$ cat src/hw/rtl/implicit_tree_traversal_assert.svh
// Assertion macros for the implicit tree traversal block.
// Each macro expects clk_i and rst_ni in scope at the point of use.
`ifndef IMPLICIT_TREE_TRAVERSAL_ASSERT_SVH
`define IMPLICIT_TREE_TRAVERSAL_ASSERT_SVH

// Same-cycle implication: whenever ante holds, cons holds too.
`define ITT_ASSERT_IMPL(name, ante, cons) \
  name: assert property (@(posedge clk_i) disable iff (!rst_ni) (ante) |-> (cons)) \
    else $error("itt: same-cycle check failed");

// Next-cycle implication: whenever ante holds, cons holds in the next cycle.
`define ITT_ASSERT_NEXT(name, ante, cons) \
  name: assert property (@(posedge clk_i) disable iff (!rst_ni) (ante) |=> (cons)) \
    else $error("itt: next-cycle check failed");

`endif

$ cat src/hw/rtl/itt_pkg.sv
// Shared types and constants for the implicit tree traversal block.
// No dependencies; used by the controller, the datapath and the top level.
`timescale 1ns / 1ps

package itt_pkg;

  localparam int unsigned MaxNodes = 16;
  localparam int unsigned CountW   = $clog2(MaxNodes + 1);
  localparam int unsigned AddrW    = $clog2(MaxNodes);
  localparam int unsigned ValueW   = 32;

  localparam logic CmdInsert = 1'b0;
  localparam logic CmdDump   = 1'b1;

  typedef enum logic [1:0] {
    OrdPre,
    OrdIn,
    OrdPost
  } order_e;

  typedef enum logic [2:0] {
    PosHold,
    PosRoot,
    PosLeft,
    PosRight,
    PosUp
  } pos_op_e;

  typedef struct packed {
    logic              command;
    logic signed [31:0] value;
  } in_beat_t;

  typedef struct packed {
    logic signed [31:0] node_value;
    order_e             order;
    logic               last;
    logic               full_error;
  } out_beat_t;

  // Controller to datapath.
  typedef struct packed {
    logic    wr_node;
    logic    set_err;
    logic    rd_node;
    pos_op_e pos_op;
    order_e  tag_order;
    logic    tag_last;
  } ctl_cmd_t;

  // Datapath to controller.
  typedef struct packed {
    logic full;
    logic empty;
    logic has_left;
    logic has_right;
    logic at_root;
    logic is_left_child;
    logic pend_free;
  } dp_status_t;

endpackage

$ cat src/hw/rtl/itt_ram.sv
// Generic simple dual-port RAM: one write port, one registered read port.
// No dependencies.
`timescale 1ns / 1ps

module itt_ram #(
  parameter int unsigned Width = 32,
  parameter int unsigned Depth = 16,
  localparam int unsigned AddrW = $clog2(Depth)
) (
  input  logic             clk_i,
  input  logic             we_i,
  input  logic [AddrW-1:0] waddr_i,
  input  logic [Width-1:0] wdata_i,
  input  logic             re_i,
  input  logic [AddrW-1:0] raddr_i,
  output logic [Width-1:0] rdata_o
);

  logic [Width-1:0] mem_q [Depth];
  logic [Width-1:0] rdata_q;

  always_ff @(posedge clk_i) begin
    if (we_i) begin
      mem_q[waddr_i] <= wdata_i;
    end
    if (re_i) begin
      rdata_q <= mem_q[raddr_i];
    end
  end

  assign rdata_o = rdata_q;

endmodule

$ cat src/hw/rtl/itt_ctrl.sv
// Controller for the implicit tree traversal: insert decode and walk sequencer.
// Depends on itt_pkg.
`timescale 1ns / 1ps

module itt_ctrl (
  input  logic                clk_i,
  input  logic                rst_ni,
  input  logic                in_valid_i,
  output logic                in_ready_o,
  input  logic                command_i,
  input  itt_pkg::dp_status_t status_i,
  output itt_pkg::ctl_cmd_t   cmd_o
);

  typedef enum logic {
    StIdle,
    StWalk
  } state_e;

  typedef enum logic [1:0] {
    PhEnter,
    PhLeftDone,
    PhRightDone
  } phase_e;

  state_e          state_q, state_d;
  phase_e          phase_q, phase_d;
  itt_pkg::order_e order_q, order_d;
  logic            emit;

  always_comb begin
    state_d = state_q;
    phase_d = phase_q;
    order_d = order_q;
    cmd_o   = '{wr_node: 1'b0, set_err: 1'b0, rd_node: 1'b0,
                pos_op: itt_pkg::PosHold, tag_order: order_q,
                tag_last: 1'b0};
    cmd_o.tag_last = (order_q == itt_pkg::OrdPost) && (phase_q == PhRightDone) &&
                     status_i.at_root;
    in_ready_o = (state_q == StIdle) && status_i.pend_free;
    emit       = 1'b0;

    unique case (state_q)
      StIdle: begin
        if (in_valid_i && in_ready_o) begin
          if (command_i == itt_pkg::CmdDump) begin
            if (!status_i.empty) begin
              cmd_o.pos_op = itt_pkg::PosRoot;
              state_d      = StWalk;
              phase_d      = PhEnter;
              order_d      = itt_pkg::OrdPre;
            end
          end else if (status_i.full) begin
            cmd_o.set_err = 1'b1;
          end else begin
            cmd_o.wr_node = 1'b1;
          end
        end
      end
      StWalk: begin
        unique case (phase_q)
          PhEnter:     emit = (order_q == itt_pkg::OrdPre);
          PhLeftDone:  emit = (order_q == itt_pkg::OrdIn);
          PhRightDone: emit = (order_q == itt_pkg::OrdPost);
          default:     emit = 1'b0;
        endcase
        // Hold the walk at an emitting step while the pending stage cannot take another read.
        if (!emit || status_i.pend_free) begin
          cmd_o.rd_node = emit;
          unique case (phase_q)
            PhEnter: begin
              if (status_i.has_left) begin
                cmd_o.pos_op = itt_pkg::PosLeft;
              end else begin
                phase_d = PhLeftDone;
              end
            end
            PhLeftDone: begin
              if (status_i.has_right) begin
                cmd_o.pos_op = itt_pkg::PosRight;
                phase_d      = PhEnter;
              end else begin
                phase_d = PhRightDone;
              end
            end
            PhRightDone: begin
              if (status_i.at_root) begin
                unique case (order_q)
                  itt_pkg::OrdPre: begin
                    order_d = itt_pkg::OrdIn;
                    phase_d = PhEnter;
                  end
                  itt_pkg::OrdIn: begin
                    order_d = itt_pkg::OrdPost;
                    phase_d = PhEnter;
                  end
                  default: state_d = StIdle;
                endcase
              end else begin
                cmd_o.pos_op = itt_pkg::PosUp;
                phase_d = status_i.is_left_child ? PhLeftDone : PhRightDone;
              end
            end
            default: phase_d = PhEnter;
          endcase
        end
      end
      default: state_d = StIdle;
    endcase
  end

  always_ff @(posedge clk_i or negedge rst_ni) begin
    if (!rst_ni) begin
      state_q <= StIdle;
      phase_q <= PhEnter;
      order_q <= itt_pkg::OrdPre;
    end else begin
      state_q <= state_d;
      phase_q <= phase_d;
      order_q <= order_d;
    end
  end

endmodule

$ cat src/hw/rtl/itt_datapath.sv
// Datapath for the implicit tree traversal: node store, position, result stages.
// Depends on itt_pkg and itt_ram.
`timescale 1ns / 1ps

module itt_datapath (
  input  logic                         clk_i,
  input  logic                         rst_ni,
  input  logic                         cfg_valid_i,
  input  logic [itt_pkg::CountW-1:0]   cfg_data_i,
  input  logic signed [31:0]           value_i,
  input  itt_pkg::ctl_cmd_t            cmd_i,
  output itt_pkg::dp_status_t          status_o,
  output logic                         out_valid_o,
  input  logic                         out_ready_i,
  output itt_pkg::out_beat_t           out_data_o
);

  logic [itt_pkg::CountW-1:0] capacity_q, count_q, count_d, limit, pos_q, pos_d;
  logic [itt_pkg::CountW:0]   left_pos, right_pos;
  logic [itt_pkg::AddrW-1:0]  rd_addr;
  logic [itt_pkg::CountW-1:0] pos_m1;
  logic [31:0]                rdata;

  logic                       pend_q, pend_err_q, pend_last_q;
  itt_pkg::order_e            pend_order_q;
  logic signed [31:0]         pend_val_q;
  logic                       out_valid_q;
  itt_pkg::out_beat_t         out_q;
  logic                       out_free, pend_move;

  assign limit = (capacity_q > itt_pkg::CountW'(itt_pkg::MaxNodes)) ?
                 itt_pkg::CountW'(itt_pkg::MaxNodes) : capacity_q;

  assign left_pos  = {pos_q, 1'b0};
  assign right_pos = {pos_q, 1'b1};
  assign pos_m1    = pos_q - itt_pkg::CountW'(1);
  assign rd_addr   = pos_m1[itt_pkg::AddrW-1:0];

  assign out_free  = !out_valid_q || out_ready_i;
  assign pend_move = pend_q && out_free;

  assign status_o.full          = (count_q >= limit);
  assign status_o.empty         = (count_q == '0);
  assign status_o.has_left      = (left_pos <= {1'b0, count_q});
  assign status_o.has_right     = (right_pos <= {1'b0, count_q});
  assign status_o.at_root       = (pos_q == itt_pkg::CountW'(1));
  assign status_o.is_left_child = !pos_q[0];
  assign status_o.pend_free     = !pend_q || out_free;

  itt_ram #(
    .Width(32),
    .Depth(itt_pkg::MaxNodes)
  ) u_store (
    .clk_i  (clk_i),
    .we_i   (cmd_i.wr_node),
    .waddr_i(count_q[itt_pkg::AddrW-1:0]),
    .wdata_i(value_i),
    .re_i   (cmd_i.rd_node),
    .raddr_i(rd_addr),
    .rdata_o(rdata)
  );

  always_comb begin
    count_d = count_q;
    if (cmd_i.wr_node) begin
      count_d = count_q + itt_pkg::CountW'(1);
    end
    unique case (cmd_i.pos_op)
      itt_pkg::PosRoot:  pos_d = itt_pkg::CountW'(1);
      itt_pkg::PosLeft:  pos_d = left_pos[itt_pkg::CountW-1:0];
      itt_pkg::PosRight: pos_d = right_pos[itt_pkg::CountW-1:0];
      itt_pkg::PosUp:    pos_d = pos_q >> 1;
      default:           pos_d = pos_q;
    endcase
  end

  always_ff @(posedge clk_i or negedge rst_ni) begin
    if (!rst_ni) begin
      capacity_q  <= itt_pkg::CountW'(itt_pkg::MaxNodes);
      count_q     <= '0;
      pos_q       <= itt_pkg::CountW'(1);
      pend_q      <= 1'b0;
      out_valid_q <= 1'b0;
    end else begin
      if (cfg_valid_i) begin
        capacity_q <= cfg_data_i;
      end
      count_q <= count_d;
      pos_q   <= pos_d;
      if (cmd_i.rd_node || cmd_i.set_err) begin
        pend_q <= 1'b1;
      end else if (pend_move) begin
        pend_q <= 1'b0;
      end
      if (pend_move) begin
        out_valid_q <= 1'b1;
      end else if (out_ready_i) begin
        out_valid_q <= 1'b0;
      end
    end
  end

  // Payload stages: the pending stage carries tags while the store read completes.
  always_ff @(posedge clk_i) begin
    if (cmd_i.rd_node || cmd_i.set_err) begin
      pend_err_q   <= cmd_i.set_err;
      pend_order_q <= cmd_i.set_err ? itt_pkg::OrdPre : cmd_i.tag_order;
      pend_last_q  <= cmd_i.set_err ? 1'b0 : cmd_i.tag_last;
      pend_val_q   <= value_i;
    end
    if (pend_move) begin
      out_q.node_value <= pend_err_q ? pend_val_q : $signed(rdata);
      out_q.order      <= pend_order_q;
      out_q.last       <= pend_last_q;
      out_q.full_error <= pend_err_q;
    end
  end

  assign out_valid_o = out_valid_q;
  assign out_data_o  = out_q;

endmodule

$ cat src/hw/rtl/implicit_tree_traversal.sv
// Top level of the implicit tree traversal block.
// Depends on itt_pkg, itt_ctrl, itt_datapath and implicit_tree_traversal_assert.svh.
`timescale 1ns / 1ps
//
// Usage:
//   in channel  (in_valid_i/in_ready_o/in_data_i): one beat is a command. Insert
//     appends the value at the next level-order position; dump walks the tree.
//   out channel (out_valid_o/out_ready_i/out_data_o): result beats. A rejected
//     insert (tree at min(capacity, 16) nodes) gives one beat with full_error set.
//     A dump gives 3*N beats: preorder, inorder, postorder, last set on the final.
//   cfg channel (cfg_valid_i/cfg_ready_o/cfg_data_i): writes capacity; always
//     ready. Write it only while the block is idle.
// Timing:
//   An accepted insert is written at its accepting edge; inserts can follow back to back.
//   A rejected insert passes the pending stage, then the output register, to out_valid_o.
//   A dump takes three sequencer steps per node per order (enter, after left,
//   after right); each emitted node then passes the store read and the output
//   register. The walk sequencer steps one node phase a cycle while not stalled.
// Reset: node count clears to zero, capacity returns to 16, no beat is pending.
// Stall: when out_ready_i is low the output register holds its beat; the walk
//   stalls only at steps that would emit, and in_ready_o drops until space frees.

module implicit_tree_traversal (
  input  logic                       clk_i,
  input  logic                       rst_ni,
  input  logic                       in_valid_i,
  output logic                       in_ready_o,
  input  itt_pkg::in_beat_t          in_data_i,
  output logic                       out_valid_o,
  input  logic                       out_ready_i,
  output itt_pkg::out_beat_t         out_data_o,
  input  logic                       cfg_valid_i,
  output logic                       cfg_ready_o,
  input  logic [itt_pkg::CountW-1:0] cfg_data_i
);

  `include "implicit_tree_traversal_assert.svh"

  itt_pkg::ctl_cmd_t   cmd;
  itt_pkg::dp_status_t status;

  // Capacity is a plain register write, so the port never back-pressures.
  assign cfg_ready_o = 1'b1;

  // Sequencer: decodes commands and steps the walk one node phase per cycle unless stalled.
  itt_ctrl u_ctrl (
    .clk_i     (clk_i),
    .rst_ni    (rst_ni),
    .in_valid_i(in_valid_i),
    .in_ready_o(in_ready_o),
    .command_i (in_data_i.command),
    .status_i  (status),
    .cmd_o     (cmd)
  );

  // Store, node count, walk position, pending read stage and output register.
  itt_datapath u_datapath (
    .clk_i      (clk_i),
    .rst_ni     (rst_ni),
    .cfg_valid_i(cfg_valid_i),
    .cfg_data_i (cfg_data_i),
    .value_i    (in_data_i.value),
    .cmd_i      (cmd),
    .status_o   (status),
    .out_valid_o(out_valid_o),
    .out_ready_i(out_ready_i),
    .out_data_o (out_data_o)
  );

  // A store read is issued only when the pending stage can take it.
  `ITT_ASSERT_IMPL(a_read_has_room, cmd.rd_node, status.pend_free)
  // No walk read while the input side is open.
  `ITT_ASSERT_IMPL(a_no_read_when_idle, in_ready_o, !cmd.rd_node)
  // Rejections and writes follow the fill level.
  `ITT_ASSERT_IMPL(a_err_only_full, cmd.set_err, status.full)
  `ITT_ASSERT_IMPL(a_write_not_full, cmd.wr_node, !status.full)
  // An error beat carries order OrdPre and never has last set.
  `ITT_ASSERT_IMPL(a_err_beat_clean, out_valid_o && out_data_o.full_error,
                   out_data_o.order == itt_pkg::OrdPre && !out_data_o.last)

endmodule
$ cat config.mk
export PLATFORM = sky130hd
export DESIGN_NAME = implicit_tree_traversal
export DESIGN_NICKNAME = d
export VERILOG_FILES = /design/src/hw/rtl/itt_pkg.sv /design/src/hw/rtl/itt_ram.sv /design/src/hw/rtl/itt_ctrl.sv /design/src/hw/rtl/itt_datapath.sv /design/src/hw/rtl/implicit_tree_traversal.sv
export VERILOG_INCLUDE_DIRS = /design/src /design/src/hw/rtl
export SDC_FILE = /design/constraint.sdc
export NUM_CORES = 1
export LEC_CHECK = 0
export CAP_MARGIN = 30
export CORE_AREA = 2 2 236 238
export CTS_CLUSTER_SIZE = 25
export DETAILED_ROUTE_END_ITERATION = 16
export DIE_AREA = 0 0 238 240
export DONT_BUFFER_PORTS = 1
export MAX_ROUTING_LAYER = met4
export SYNTH_ARGS = -nofsm -noshare
export SYNTH_HDL_FRONTEND = slang
export SYNTH_HIERARCHICAL = 1
export SYNTH_SLANG_ARGS = --single-unit
export TNS_END_PERCENT = 5
$ cat constraint.sdc
create_clock -name clk_i -period 14.36 [get_ports clk_i]
set_clock_uncertainty 0.05 [all_clocks]
set_input_delay 1.436 -clock clk_i [delete_from_list [all_inputs] [get_ports clk_i]]
set_output_delay 1.436 -clock clk_i [all_outputs]
set_load 0.005 [all_outputs]
# After elaboration in Yosys (flattened, before gate mapping)
# Memories as Yosys holds them, arrays and structs flattened. A register that Yosys moved wholly into a read port is not among the register bits.
# Cells that the tools add are included.
# W data, S select, Z words.
# word_totals
mem_count	1
ramBits	512
regBits	94
latch_bits	0
rom_bits	0
input_bits	43
output_inout_bits	39
# mem_list
memory	words	word_bits	rd	rd_ports_with_merged_regs	wr	line	rtl
u_datapath.u_store.mem_q	16	32	1	1	1	itt_ram.sv:19	logic [Width-1:0] mem_q [Depth];
# op_classes
reduce_logical	21
magnitude_cmp	4
n_bitwise	1
div	0
n_mul	0
eq_ne	18
add_sub_neg	2
muxes	50
shifts	0
# ops
cell	count
$mux W2	17
$mux W32	1
$pmux W5 S4	1
$mux W1	18
$le A6 B5 Y1	2
$pmux W2 S2	3
$ne A2 B2 Y1 const B	5
$mux W3	3
$pmux W3 S3	1
$reduce_and A7 Y1	1
$eq A3 B2 Y1 const B	2
$ne A3 B3 Y1 const B	2
$pmux W2 S3	1
$pmux W3 S2	1
$reduce_and A6 Y1	1
$add A5 B1 Y5 const B	1
$eq A5 B1 Y1 const B	1
$ge A5 B5 Y1	1
$gt A5 B5 Y1 const B	1
$logic_and A1 B1 Y1	5
$logic_not A5 Y1	1
$mux W5	1
$eq A2 B1 Y1 const B	2
$eq A2 B2 Y1 const B	2
other kinds (15)	22

# Depth between registers and ports, before layout
# depth
depth_word	9
depth_mapped	11
ltp_nobuf	10

# Hierarchy
# The synthesis kept the hierarchy.
# modules_own_cells
mod	instances	cells_each	area_per_inst_um2
itt_ram	1	838	20155.6
itt_datapath	1	216	3697.3
itt_ctrl	1	52	425.4
implicit_tree_traversal	1	2	11.3

# Least setup slack after synthesis
# No wires, ideal clock.
# synth_timing
path_type	input to register
startpoint	in out_ready_i
endpoint	mem u_datapath.u_store.mem_q[0][0] (enable)
setup_slack_ns	8.770
stages	5
arrival_time_ns	5.079
path_cell_list	nand3b_1 > nand3b_1 > nor3_1 > or3b_2 > nor3_1
# synth_rtl
element	line	rtl
start, declared	implicit_tree_traversal.sv:30	input logic out_ready_i,
end, declared	itt_ram.sv:19	

==> flow_metrics.py <==
metrics = {
    "layout": {
        "fillCellCount": 4292,
        "drive_gt1_frac": 0.253,
        "area_growth_pct": 13.1,
        "diodes": 0,
        "layout_commonest_cell": "edfxtp_1",
        "final_cell_mix": "edfxtp_1 (616), mux4_2 (128), clkbuf_16 (69)",
        "fin_nets": 1209,
    },
    "logic_synthesis": {
        "syn_nets": 1165,
        "syn_area_sq_um": 24300,
        "synth_edf_count": 616,
        "yosysUniqueCellTypes": 53,
        "ys_async_sr_fraction": 0.0345,
        "ys_ff_latch": 638,
        "yosysSeqAreaShare": 0.784,
        "synth_largest_area_cell": "edfxtp_1",
        "synth_top_area_frac": 0.762,
        "synth.area.top_cells": "edfxtp_1 (76%), mux4_2 (12%), dfrtp_1 (2.1%)",
        "ys_warn_count": 6,
        "syn_inst": 1108,
        "syn_avg_cell_area_sq_um": 21.9,
        "synthFlopType": "edfxtp_1",
    },
    "clock_network": {
        "clkLatencyLatePin_ns": 0.58,
        "clock_sinks": 638,
        "clock_tree.buffer_depth": 3,
        "cts_hold_buffers": 0,
        "root_buffer": "clkbuf_16",
        "cts_tree": "built",
        "cts_setup_buffers": 0,
        "clk_pin_slew_ns": 0.06,
        "cts_resized": 0,
        "cts-htree-levels": 3,
        "numCtsBuffers": 66,
    },
    "floorplanning": {
        "start_util": 0.444,
        "die_h_microns": 240,
        "coreArea_sq_um": 54700,
        "die-area_sq_um": 57100,
        "rows": 86,
        "die_w_microns": 238,
        "ioPinCount": 82,
    },
    "timing": {
        "min_period_ns": 3.83,
        "worst_pin_slew_ns": 0.940,
        "slew_violations": 0,
        "hold_viol_final": 0,
        "fmaxAchievable_mhz": 261,
        "rsz0062_at_grt": "no",
        "setup_tns_ns": 0,
        "setup_ws_ns": 10.53,
        "period_share": 0.267,
        "whs_ns": 0.376,
        "setup_viol": 0,
        "relSlewSlack": 0.367,
    },
    "place": {
        "io_buffers": 0,
        "place_congestion": 0.756,
        "post-place-ws_ns": 10.19,
        "place_hpwl_microns": 27100,
    },
    "global_routing": {
        "grt_pass1_vias": 11485,
        "antenna_found_initial": 0,
        "grt.total_usage": 0.183,
        "grt_max_degree": 66,
        "overflow": 0,
        "grt_pass1_wl_microns": 74300,
    },
    "critical_path": {
        "worstPathMaxFanout": 17,
        "cp.required_ns": 14.58,
        "critPathKind": "register to register",
        "start_kind": "register",
        "crit_arrival_ns": 4.05,
        "critPathCaptureType": "register",
    },
    "power": {
        "finalPower_mw": 5.88,
        "cellPowerDensity_nw_per_um2": 214,
        "vdd_drop_max_uv": 133,
        "p_leak_nw": 8.74,
    },
    "detailed_routing": {
        "wl_per_cell_microns": 25.9,
        "routed_wl_microns": 49200,
        "ant_nets": 0,
        "vias": 10834,
        "drt-initial-drc-count": 829,
        "dr.pass1.iters": 5,
        "vias_per_cell": 5.71,
        "drc": 0,
    },
    "status": {
        "status": "complete, no violations",
    },
    "run": {
        "maxCapViolCount": 0,
    },
    "hold_path": {
        "hp-class": "register to register",
    },
}
==> through the flow <==
step           std cells  utilization  area [sq um]
2_1_floorplan       1108            -         24300
3_3_place_gp        1774        0.460         25200
3_5_place_dp        1785        0.464         25400
4_1_cts             1896        0.501         27400
5_1_grt             1899        0.503         27500
6_report            1899        0.503         27500
==> final cells by class <==
class / instances / area, sq um / share of cell area
clock buffers: 81 / 1790 / 0.0652
multi-input cells: 399 / 5020 / 0.183
repair buffers: 33 / 455 / 0.0166
flip-flops and latches: 638 / 19100 / 0.693
well taps: 704 / 881 / 0.0321
clock inverters: 30 / 221 / 0.00806
inverters: 14 / 62.6 / 0.00228
==> flip-flops by register name (all words and copies together) (netlist names) <==
| name | flops |
|---|---|
| u_datapath/pend_last_q | 1 |
| u_datapath/out_valid_o | 1 |
| u_datapath/pend_q | 1 |
| u_ctrl/state_q | 1 |
| u_ctrl/phase_q | 2 |
| u_datapath/u_store/mem_q | 512 |
| u_ctrl/order_q | 2 |
| u_datapath/u_store/rdata_o | 32 |
| u_datapath/capacity_q | 5 |
| u_datapath/pend_order_q | 2 |
| u_datapath/count_q | 5 |
| u_datapath/pos_q | 5 |
| u_datapath/out_data_o | 36 |
| u_datapath/pend_err_q | 1 |
| u_datapath/pend_val_q | 32 |
==> layer usage <==
layer | up-vias | GRT usage | share of wire
li1 | 4686 | - | -
met4 | 0 | 0.0521 | 0.016
met5 | - | - | 0
met2 | 242 | 0.289 | 0.49
met3 | 53 | 0.0320 | 0.051
met1 | 5853 | 0.248 | 0.44
==> critical path, cell delays in order, from the launching register on <==
cell and delay (ns):
dfrtp_1 0.63, inv_1 0.17, ha_1 0.32, nor3b_1 0.22, o21ai_0 0.13, a21o_1 0.22, nor3_1 0.17, buf_4 0.19
or3b_2 0.58, nor2_4 0.58, buf_16 0.24
==> final timing paths <==
path,depth (start not counted),start,slack [ns],to
min in group asynchronous,0,rst_ni,0.50,u_datapath/pos_q[3]$_DFFE_PN0P_
hold / removal,0,u_datapath/pend_last_q$_SDFFCE_PP0P_,0.38,u_datapath/out_data_o[1]$_DFFE_PP_
setup reg to reg,10,u_datapath/count_q[0]$_DFFE_PN0P_,10.53,u_datapath/u_store/mem_q[3][14]$_DFFE_PP_
setup / recovery,10,u_datapath/count_q[0]$_DFFE_PN0P_,10.53,u_datapath/u_store/mem_q[3][14]$_DFFE_PP_
hold reg to reg,0,u_datapath/pend_last_q$_SDFFCE_PP0P_,0.38,u_datapath/out_data_o[1]$_DFFE_PP_
max in group asynchronous,0,rst_ni,13.59,u_datapath/capacity_q[4]$_DFFE_PN1P_
==> cell usage after synthesis, drive strengths merged (5+ instances only) <==
| master | number |
|---|---|
| edfxtp | 616 |
| mux4 | 128 |
| a22oi | 64 |
| nand2 | 46 |
| buf | 36 |
| mux2 | 36 |
| clkbuf | 21 |
| dfrtp | 20 |
| nor2 | 19 |
| ha | 14 |
| inv | 14 |
| nor2b | 8 |
| nor3 | 8 |
| nand2b | 7 |
| a21oi | 6 |
| o21ai | 6 |
| mux2i | 5 |
| nand3b | 5 |
| xnor2 | 5 |
==> cells by family after synthesis <==
logic type | count (synthesis) | synth area share
simple gates | 112 | 0.0236
xor+xnor | 8 | 0.00288
mux | 169 | 0.137
flops | 638 | 0.784
other cells | 1 | 0.000154
fa+ha+maj | 14 | 0.00721
buf+inv | 71 | 0.0150
compound gates | 95 | 0.0293
==> power breakdown <==
group / switching (mW) / leakage, nW / total (mW) / internal [mW]
Sequential: 0.124 / 5.86 / 2.48 / 2.36
Combinational: 1.00 / 1.89 / 1.80 / 0.795
Clock: 0.663 / 0.989 / 1.60 / 0.936
Total: 1.79 / 8.74 / 5.88 / 4.09
No activity file was read; power rests on OpenSTA's default activity.
